$ cat src/rtl/grc_pkg.sv
// ----------------------------------------------------------------------------
// grc_pkg: shared types and constants
// Widths, register indexes, state types and lane handshake structs for the
// gamepad report conditioner.
// ----------------------------------------------------------------------------
package grc_pkg;

  localparam int FRAC_BITS = 15;
  localparam int AXIS_FULL_SCALE = 32767;

  localparam int BTN_W  = 16;
  localparam int PKT_W  = 32;
  localparam int TRIG_W = 8;
  localparam int AXIS_W = 16;
  localparam int DZ_W   = 15;
  localparam int DIR_W  = 17;
  localparam int OMAG_W = 16;
  localparam int CFG_W  = 15;
  localparam int CFG_IDX_W = 2;

  localparam int SQ_W       = 2 * AXIS_W;
  localparam int ROOT_IN_W  = 2 * SQ_W;
  localparam int ROOT_W     = SQ_W;
  localparam int ROOT_STEPS = ROOT_W;
  localparam int ROOT_CNT_W = $clog2(ROOT_STEPS);

  localparam int DIV_NW    = FRAC_BITS + 32;
  localparam int DIV_DW    = 32;
  localparam int DIV_QW    = FRAC_BITS + 2;
  localparam int DIV_CNT_W = $clog2(DIV_QW);

  localparam logic [CFG_IDX_W-1:0] CFG_TRIGGER_THRESHOLD = 2'd0;
  localparam logic [CFG_IDX_W-1:0] CFG_LEFT_DEAD_ZONE    = 2'd1;
  localparam logic [CFG_IDX_W-1:0] CFG_RIGHT_DEAD_ZONE   = 2'd2;

  localparam logic [TRIG_W-1:0] TRIG_RESET = 8'd30;
  localparam logic [DZ_W-1:0]   LDZ_RESET  = 15'd7849;
  localparam logic [DZ_W-1:0]   RDZ_RESET  = 15'd8689;

  typedef enum logic {T_IDLE, T_BUSY} top_state_t;
  typedef enum logic [2:0] {L_IDLE, L_MUL, L_CMP, L_ROOT, L_DIV, L_DONE} lane_state_t;

  typedef struct packed {
    logic start;
    logic ack;
  } lane_ctl_t;

  typedef struct packed {
    logic done;
  } lane_sts_t;

endpackage

$ cat src/rtl/grc_isqrt.sv
// ----------------------------------------------------------------------------
// grc_isqrt: iterative integer square root
// One result bit per cycle; fin pulses once when the root is complete.
// ----------------------------------------------------------------------------
module grc_isqrt (
  input  logic                           clk,
  input  logic                           rst_n,
  input  logic                           start,
  input  logic [grc_pkg::ROOT_IN_W-1:0]  value,
  output logic [grc_pkg::ROOT_W-1:0]     root,
  output logic                           fin
);
  import grc_pkg::*;

  localparam int REM_W = ROOT_W + 3;

  logic [ROOT_IN_W-1:0]  val_r;
  logic [REM_W-1:0]      rem_r, rem_nxt, remt, trial;
  logic [ROOT_W-1:0]     root_r, root_nxt;
  logic [ROOT_CNT_W-1:0] cnt_r;
  logic                  busy_r, fin_r, ge;

  always_comb begin
    remt     = {rem_r[REM_W-3:0], val_r[ROOT_IN_W-1 -: 2]};
    trial    = {1'b0, root_r, 2'b01};
    ge       = remt >= trial;
    rem_nxt  = ge ? remt - trial : remt;
    root_nxt = {root_r[ROOT_W-2:0], ge};
  end

  always_ff @(posedge clk) begin
    if (!rst_n) begin
      busy_r <= 1'b0;
      fin_r  <= 1'b0;
      cnt_r  <= '0;
    end else begin
      fin_r <= 1'b0;
      if (start) begin
        val_r  <= value;
        rem_r  <= '0;
        root_r <= '0;
        cnt_r  <= '0;
        busy_r <= 1'b1;
      end else if (busy_r) begin
        val_r  <= val_r << 2;
        rem_r  <= rem_nxt;
        root_r <= root_nxt;
        cnt_r  <= cnt_r + 1'b1;
        if (cnt_r == ROOT_CNT_W'(ROOT_STEPS - 1)) begin
          busy_r <= 1'b0;
          fin_r  <= 1'b1;
        end
      end
    end
  end

  assign root = root_r;
  assign fin  = fin_r;
endmodule

$ cat src/rtl/grc_div.sv
// ----------------------------------------------------------------------------
// grc_div: restoring divider
// One quotient bit per cycle. The quotient must fit DIV_QW bits.
// ----------------------------------------------------------------------------
module grc_div (
  input  logic                        clk,
  input  logic                        rst_n,
  input  logic                        start,
  input  logic [grc_pkg::DIV_NW-1:0]  num,
  input  logic [grc_pkg::DIV_DW-1:0]  den,
  output logic [grc_pkg::DIV_QW-1:0]  quo,
  output logic                        fin
);
  import grc_pkg::*;

  logic [DIV_DW-1:0]    rem_r, den_r;
  logic [DIV_QW-1:0]    lo_r, q_r;
  logic [DIV_DW:0]      r2;
  logic                 ge, busy_r, fin_r;
  logic [DIV_CNT_W-1:0] cnt_r;

  always_comb begin
    r2 = {rem_r, lo_r[DIV_QW-1]};
    ge = r2 >= {1'b0, den_r};
  end

  always_ff @(posedge clk) begin
    if (!rst_n) begin
      busy_r <= 1'b0;
      fin_r  <= 1'b0;
      cnt_r  <= '0;
    end else begin
      fin_r <= 1'b0;
      if (start) begin
        rem_r  <= DIV_DW'(num[DIV_NW-1:DIV_QW]);
        lo_r   <= num[DIV_QW-1:0];
        den_r  <= den;
        q_r    <= '0;
        cnt_r  <= '0;
        busy_r <= 1'b1;
      end else if (busy_r) begin
        rem_r <= ge ? DIV_DW'(r2 - {1'b0, den_r}) : r2[DIV_DW-1:0];
        lo_r  <= lo_r << 1;
        q_r   <= {q_r[DIV_QW-2:0], ge};
        cnt_r <= cnt_r + 1'b1;
        if (cnt_r == DIV_CNT_W'(DIV_QW - 1)) begin
          busy_r <= 1'b0;
          fin_r  <= 1'b1;
        end
      end
    end
  end

  assign quo = q_r;
  assign fin = fin_r;
endmodule

$ cat src/rtl/grc_stick.sv
// ----------------------------------------------------------------------------
// grc_stick: one stick lane
// Radial dead zone, radius by square root, unit direction and rescaled
// magnitude by three dividers working side by side.
// ----------------------------------------------------------------------------
module grc_stick (
  input  logic                               clk,
  input  logic                               rst_n,
  input  grc_pkg::lane_ctl_t                 ctl,
  output grc_pkg::lane_sts_t                 sts,
  input  logic signed [grc_pkg::AXIS_W-1:0]  x,
  input  logic signed [grc_pkg::AXIS_W-1:0]  y,
  input  logic [grc_pkg::DZ_W-1:0]           dz,
  output logic signed [grc_pkg::DIR_W-1:0]   dir_x,
  output logic signed [grc_pkg::DIR_W-1:0]   dir_y,
  output logic [grc_pkg::OMAG_W-1:0]         mag
);
  import grc_pkg::*;

  localparam logic [ROOT_W-1:0] CAP = ROOT_W'(AXIS_FULL_SCALE) << 16;

  lane_state_t st_r, st_nxt;

  logic [AXIS_W-1:0]   ax_r, ay_r;
  logic                nx_r, ny_r;
  logic [DZ_W-1:0]     dz_r;
  logic [SQ_W-1:0]     ax2_r, ay2_r, s;
  logic [2*DZ_W-1:0]   dz2_r;
  logic                outside;
  logic                root_go, div_go;
  logic [ROOT_W-1:0]   r, mc, mnum;
  logic                root_fin, dx_fin, dy_fin, dm_fin;
  logic [DZ_W-1:0]     den15;
  logic [DIV_DW-1:0]   mden;
  logic [DIV_QW-1:0]   qx, qy, qm;
  logic signed [DIR_W-1:0] dx_r, dy_r;
  logic [OMAG_W-1:0]   mag_r;

  always_comb begin
    s       = ax2_r + ay2_r;
    outside = s > SQ_W'(dz2_r);
    mc      = (r > CAP) ? CAP : r;
    mnum    = mc - {1'b0, dz_r, 16'b0};
    den15   = DZ_W'(AXIS_FULL_SCALE) - dz_r;
    mden    = {1'b0, den15, 16'b0};
  end

  always_comb begin
    st_nxt  = st_r;
    root_go = 1'b0;
    div_go  = 1'b0;
    unique case (st_r)
      L_IDLE: if (ctl.start) st_nxt = L_MUL;
      L_MUL:  st_nxt = L_CMP;
      L_CMP: begin
        if (outside) begin
          root_go = 1'b1;
          st_nxt  = L_ROOT;
        end else begin
          st_nxt = L_DONE;
        end
      end
      L_ROOT: begin
        if (root_fin) begin
          div_go = 1'b1;
          st_nxt = L_DIV;
        end
      end
      L_DIV:  if (dx_fin) st_nxt = L_DONE;
      L_DONE: if (ctl.ack) st_nxt = L_IDLE;
      default: st_nxt = L_IDLE;
    endcase
  end

  always_ff @(posedge clk) begin
    if (!rst_n) st_r <= L_IDLE;
    else        st_r <= st_nxt;
  end

  always_ff @(posedge clk) begin
    if (st_r == L_IDLE && ctl.start) begin
      nx_r <= x[AXIS_W-1];
      ny_r <= y[AXIS_W-1];
      ax_r <= x[AXIS_W-1] ? AXIS_W'(-x) : AXIS_W'(x);
      ay_r <= y[AXIS_W-1] ? AXIS_W'(-y) : AXIS_W'(y);
      dz_r <= dz;
    end
    if (st_r == L_MUL) begin
      ax2_r <= SQ_W'(ax_r) * SQ_W'(ax_r);
      ay2_r <= SQ_W'(ay_r) * SQ_W'(ay_r);
      dz2_r <= (2*DZ_W)'(dz_r) * (2*DZ_W)'(dz_r);
    end
    if (st_r == L_CMP && !outside) begin
      dx_r  <= '0;
      dy_r  <= '0;
      mag_r <= '0;
    end
    if (st_r == L_DIV && dx_fin) begin
      dx_r  <= nx_r ? DIR_W'(-DIR_W'(qx)) : DIR_W'(qx);
      dy_r  <= ny_r ? DIR_W'(-DIR_W'(qy)) : DIR_W'(qy);
      mag_r <= (den15 == '0) ? OMAG_W'(1 << FRAC_BITS) : OMAG_W'(qm);
    end
  end

  grc_isqrt u_root (
    .clk(clk), .rst_n(rst_n), .start(root_go),
    .value({s, {SQ_W{1'b0}}}), .root(r), .fin(root_fin)
  );

  grc_div u_div_x (
    .clk(clk), .rst_n(rst_n), .start(div_go),
    .num(DIV_NW'(ax_r) << (FRAC_BITS + 16)), .den(r), .quo(qx), .fin(dx_fin)
  );

  grc_div u_div_y (
    .clk(clk), .rst_n(rst_n), .start(div_go),
    .num(DIV_NW'(ay_r) << (FRAC_BITS + 16)), .den(r), .quo(qy), .fin(dy_fin)
  );

  grc_div u_div_m (
    .clk(clk), .rst_n(rst_n), .start(div_go),
    .num(DIV_NW'(mnum) << FRAC_BITS), .den(mden), .quo(qm), .fin(dm_fin)
  );

  assign sts.done = (st_r == L_DONE);
  assign dir_x    = dx_r;
  assign dir_y    = dy_r;
  assign mag      = mag_r;

  property p_div_lockstep;
    @(posedge clk) disable iff (!rst_n) dx_fin |-> (dy_fin && dm_fin);
  endproperty
  a_div_lockstep: assert property (p_div_lockstep) else $error("dividers out of step");
endmodule

$ cat config.mk
export PLATFORM = sky130hd
export DESIGN_NAME = grc_stick
export DESIGN_NICKNAME = d
export VERILOG_FILES = /design/src/rtl/grc_pkg.sv /design/src/rtl/grc_isqrt.sv /design/src/rtl/grc_div.sv /design/src/rtl/grc_stick.sv
export SDC_FILE = /design/constraint.sdc
export NUM_CORES = 2
export LEC_CHECK = 0
export ABC_AREA = 0
export ABC_CLOCK_PERIOD_IN_PS = 10660
export BUFFER_PORTS_ARGS = -buffer_cell sky130_fd_sc_hd__buf_2
export CORE_MARGIN = 2
export CORE_UTILIZATION = 60
export DETAILED_ROUTE_END_ITERATION = 8
export PLACE_DENSITY = 0.74
export SYNTH_ARGS = -nofsm -noshare
export SYNTH_HDL_FRONTEND = slang
export SYNTH_SLANG_ARGS = --single-unit
$ cat constraint.sdc
create_clock -name clk -period 10.66 [get_ports clk]
set_input_delay 2.132 -clock clk [delete_from_list [all_inputs] [get_ports clk]]
set_output_delay 2.132 -clock clk [all_outputs]
set_load 0.01 [all_outputs]
## Word-level counts from Yosys, hierarchy flattened

Index checks and enable logic that the tools add are counted.

| word-level totals | value |
|---|---|
| register bits | 558 |
| input bits | 51 |
| output and inout port bits | 51 |
| word-level logic and storage cells | 156 |

| cells by class | value |
|---|---|
| add/subtract/negate cells | 15 |
| $mul | 3 |
| $lt $le $gt $ge | 6 |
| equal/unequal tests | 13 |
| muxes and demuxes | 54 |
| bitwise operators | 3 |
| reduce and logical (&&, ||, !) cells | 21 |

Operator list:

| operator | number |
|---|---|
| 2-to-1 mux 32 bit | 8 |
| 2-to-1 mux 17 bit | 9 |
| 2-to-1 mux 64 bit | 2 |
| 2-to-1 mux 30 bit | 3 |
| >= comparator 33 x 32 -> 1 bit | 2 |
| 2-to-1 mux 33 bit | 2 |
| multiplier 16 x 16 -> 32 bit | 2 |
| 2-to-1 mux 16 bit | 4 |
| subtractor 32 x 31 -> 32 bit | 2 |
| subtractor 32 bit | 2 |
| >= comparator 35 x 34 -> 1 bit | 1 |
| negator 17 bit | 2 |
| >= comparator 33 x 31 -> 1 bit | 1 |
| subtractor 33 bit | 1 |
| adder 32 bit | 1 |
| greater-than comparator 32 x 30 -> 1 bit | 1 |
| greater-than comparator 32 x 31 -> 1 bit, second input constant | 1 |
| negator 16 bit | 2 |
| multiplier 15 x 15 -> 30 bit | 1 |
| 2-to-1 mux 15 bit | 2 |
| adder 5 x 1 -> 5 bit, second input constant | 4 |
| == test 5 bit, second input constant | 4 |
| 2-to-1 mux 1 bit | 18 |
| case mux 3 bit (6 select lines) | 1 |
| other kinds (17) | 39 |

## Depth between registers and ports, before layout

| depth | value |
|---|---|
| depth after elaboration | 6 |
| mapped depth | 26 |
| depth with buffers taken out | 25 |

## By module

Synthesis repeated with hierarchy kept, for this count alone.

| unflattened totals | value |
|---|---|
| cells, all modules | 5644 |
| area total of the unflattened synthesis | 56848.3 um2 |

By module, submodules not included:

| module | times used | cells each | area an instance (um2) | sequential area each (um2) |
|---|---|---|---|---|
| grc_stick | 1 | 3211 | 30705.7 | 5765.5 |
| grc_div | 3 | 576 | 6147.1 | 3083.0 |
| grc_isqrt | 1 | 705 | 7701.1 | 4013.8 |

## Worst setup path after synthesis

OpenSTA, ideal clock, no wires.

| path | value |
|---|---|
| kind | input port to flip-flop |
| start | input ctl[1] in the netlist's numbering |
| end | register ax_r[0] (enable) |
| setup time | 0.594 ns |
| arrival | 7.132 ns |
| data required time | 10.066 ns |
| slack | 2.934 ns |
| stages on the path | 1 |
| path buffers | 0 |
| path through | nor4b_1 |

| between the ends | value |
|---|---|
| longest elaborated chain between the ends | 1 |

RTL lines:

| item | RTL line | text |
|---|---|---|
| from (decl) | grc_stick.sv:9 | `input grc_pkg::lane_ctl_t ctl,` |
| logical AND 1 bit | grc_stick.sv:81 | `if (st_r == L_IDLE && ctl.start) begin` |
| to (signal assigned) | grc_stick.sv:84 | `ax_r <= x[AXIS_W-1] ? AXIS_W'(-x) : AXIS_W'(x);` |
| to (decl) | grc_stick.sv:24 | `logic [AXIS_W-1:0] ax_r, ay_r;` |

Every way passes these cells.
A chain may end at the register's enable or synchronous reset.

## Final worst setup path

| path | value |
|---|---|
| start | register dz_r[12] |
| end | register dz2_r[29], data pin |

| between the ends | value |
|---|---|
| longest elaborated chain between the ends | 1 |

RTL lines:

| item | RTL line | text |
|---|---|---|
| from (decl) | grc_stick.sv:26 | `logic [DZ_W-1:0] dz_r;` |
| from (signal assigned) | grc_stick.sv:86 | `dz_r <= dz;` |
| multiplier 15 x 15 -> 30 bit | grc_stick.sv:91 | `dz2_r <= (2*DZ_W)'(dz_r) * (2*DZ_W)'(dz_r);` |
| to (signal assigned) | grc_stick.sv:91 |  |
| to (decl) | grc_stick.sv:28 | `logic [2*DZ_W-1:0] dz2_r;` |

Every way passes these cells.

==> flow_summary.ini <==
[floorplanning]
fp-row-count = 105
die_w_um = 290.7
die_h_um = 290.7
core_area_um2 = 81720
dieArea_um2 = 84510
start_util = 0.6036
io_pins = 102

[global_routing]
grt-ovfl-total = 0
grt_max_degree = 82
grt_pass1_wl_um = 183000
gr-usage-all-layers = 0.2689
antenna_found_initial = 3
first_global_vias = 35090

[setup_path]
critPathMostFrequentCell = fa_1
critPathSlowestCell = edfxtp_1
crit_path_end_kind = register
reg2reg_setup_slack_ns = 3.31
start_kind = register
worst-path-max-fanout = 10
rr_worst_depth = 22
path_cells = clkinv_1, nor2_1, inv_1, fa_1, fa_1, inv_1, fa_1, fa_1, fa_1, inv_1, fa_1, inv_1, ha_1, or3_1, a311oi_1, nor2_1, o21ai_0, o21ai_0, a2111o_1, a21oi_1, o21bai_1, xnor2_1
critPathRequiredTime_ns = 11.06
critPathCapture = dz2_r[29]
slowest_delay_ns = 0.58
crit-reg2reg-launch = dz_r[12]
cp.arrival_ns = 7.74
crit_type = register to register
startpoint = dz_r[12]
reg2reg_to = dz2_r[29]

[final_layout]
fin_cells = 6143
final_cell_mix = inv_1, ha_1, edfxtp_1
area_growth_pct = 6.832
layout.nets = 6035
drive_above_1_share = 0.05856
final_common_cell = inv_1

[drt]
wl_per_cell_um = 18.11
first_pass_iters = 5
viasPerCell = 5.653
ant_nets = 0
drt_wl_total_um = 111300
dr_total_vias = 34730
drt-initial-drc-count = 2352
drc = 0

[cts]
path_clk_slew_ns = 0.07
ctsRootBufferMaster = clkbuf_16
ctsHoldBuffers = 0
cts.repair.resized = 0
clockBufferDepth = 3
cts_sinks = 511
cts_tree = done
cts_setup_buffers = 0
clk_latency_ns = 0.67
cts_buffers = 58
h-tree-depth = 2

[synthesis]
async_reset_ff_frac = 0
ys_ff_latch = 511
synth_edf_count = 482
yosysUniqueCellTypes = 80
synth_ff_type = edfxtp_1
netlist_area_um2 = 49320
synth_area_leaders = edfxtp_1, fa_1, ha_1
yosysSeqAreaShare = 0.3052
synth_top_area_frac = 0.2935
yosys.area.top_type = edfxtp_1
yosys_warnings = 0
avgSynthCellArea_um2 = 9.878
syn-instance-count = 4993
syn_nets = 6001

[sta]
drv_slew = 0
slew_headroom = 0.2893
fin_skew_ns = 0.07540
fin_crit_ns = 7.347
fin_crit_sh = 0.6892
finalSetupTns_ns = 0
setup_viol = 0
max_slew.worst_pin.slew_ns = 1.064
rsz0062_at_grt = no
fmax_mhz = 136.1
hold_viol = 0

[placed_design]
port_buffers = 101
gp_congestion = 0.9130
dp.cells = 6037
dp_hpwl_um = 86020

[run_status]
status = finished clean

[hold_path]
hp-class = register to register

[run]
drv_cap = 0
==> synthesized netlist by cell type (6+ instances only) <==
master    number
a211oi_1      28
a21boi_0      22
a21o_1       100
a21oi_1      224
a21oi_2        8
a221o_1        8
a31o_2        13
a31oi_1       18
and2_1       161
and3_1        28
buf_1          6
buf_2          8
buf_6          6
clkbuf_1     126
dfxtp_1       29
edfxtp_1     482
fa_1         468
ha_1         489
inv_1        892
mux2_4        28
mux2i_1       57
nand2_1      406
nand2b_1      31
nand3_1       65
nand4_1       41
nor2_1       416
nor2b_1       40
nor3_1        64
nor3b_1       10
nor4_1        22
o211ai_1      16
o21a_1        47
o21ai_0      119
o21bai_1      25
o31a_1        10
o31ai_1       30
o41ai_1       10
or2_2         13
or3_1         37
or4_1         13
xnor2_1      184
xor2_1       101
==> per-stage QoR <==
| stage | hold WS [ns] | cell area (um^2) | setup WS (ns) | util |
|---|---|---|---|---|
| floorplan | 0.4496 | 49320 | 2.934 | - |
| global placement | 0.4710 | 50780 | 3.527 | 0.6214 |
| detailed placement | 0.4728 | 50780 | 3.396 | 0.6214 |
| CTS | 0.4897 | 52690 | 3.348 | 0.6448 |
| global route | 0.5114 | 52690 | 2.843 | 0.6448 |
| finish | 0.4851 | 52690 | 3.313 | 0.6448 |
==> metal layers <==
| metal | vias to the layer above | part of all wire | track usage |
|---|---|---|---|
| met5 | - | 0.00012 | 0 |
| met4 | 2 | 0.026 | 0.07165 |
| met3 | 159 | 0.052 | 0.02937 |
| met2 | 852 | 0.48 | 0.4564 |
| met1 | 17080 | 0.44 | 0.3694 |
| li1 | 16630 | - | - |
==> flip-flops by register name, indices dropped and copies added (netlist names), 16 cells and up <==
register	count
ay_r	16
mag	16
u_div_m.rem_r	32
ax2_r	31
u_div_y.den_r	32
u_root.val_r	32
u_div_x.rem_r	32
u_div_m.quo	16
u_div_y.quo	17
u_root.root	32
u_div_x.quo	17
dir_x	17
dir_y	17
ay2_r	31
dz2_r	29
u_root.rem_r	33
u_div_y.rem_r	32
ax_r	16
==> worst max-delay path, delay by kind of cell (launching register included) <==
kind / cells / cell delay (ns)
AND/OR/NAND/NOR: 3 / 0.74
XOR/XNOR: 1 / 0.13
adder cells (fa/ha/maj): 7 / 3.31
buffers and inverters: 5 / 0.66
AO/OA/AOI/OAI: 6 / 1.68
flip-flops: 1 / 0.58
==> worst min path at each step <==
stage | depth (start not counted) | from | end
finish | 0 | u_root.root[28] | u_div_y.den_r[28]
global route | 0 | u_root.root[28] | u_div_y.den_r[28]
CTS | 0 | u_root.root[28] | u_div_y.den_r[28]
detailed placement | 0 | u_root.root[28] | u_div_y.den_r[28]
global placement | 0 | u_root.root[28] | u_div_y.den_r[28]
floorplan | 0 | u_root.root[18] | u_div_y.den_r[18]
==> layout make-up <==
| class | instances | area, um^2 |
|---|---|---|
| Tap cell | 1070 | 1339 |
| Fill cell | 6609 | 29020 |
| Inverter | 899 | 3374 |
| Clock inverter | 34 | 390.4 |
| Clock buffer | 71 | 1520 |
| Antenna cell | 1 | 2.502 |
| Multi-Input combinational cell | 3437 | 30360 |
| Timing Repair Buffer | 120 | 648.1 |
| Sequential cell | 511 | 15050 |
==> logic make-up after synthesis <==
kind of cell               synth area share
adders and majority gates            0.3140
DFF                                  0.3052
AOI/OAI and AO/OA                   0.09731
muxes                               0.02146
xor gates and xnor gates            0.05061
buffers and inverters               0.08064
and+or+nand+nor                      0.1307
Power is left out: the tool's default activity adds up to more than one toggle a clock period on the data nets, which glitch-free logic cannot reach.
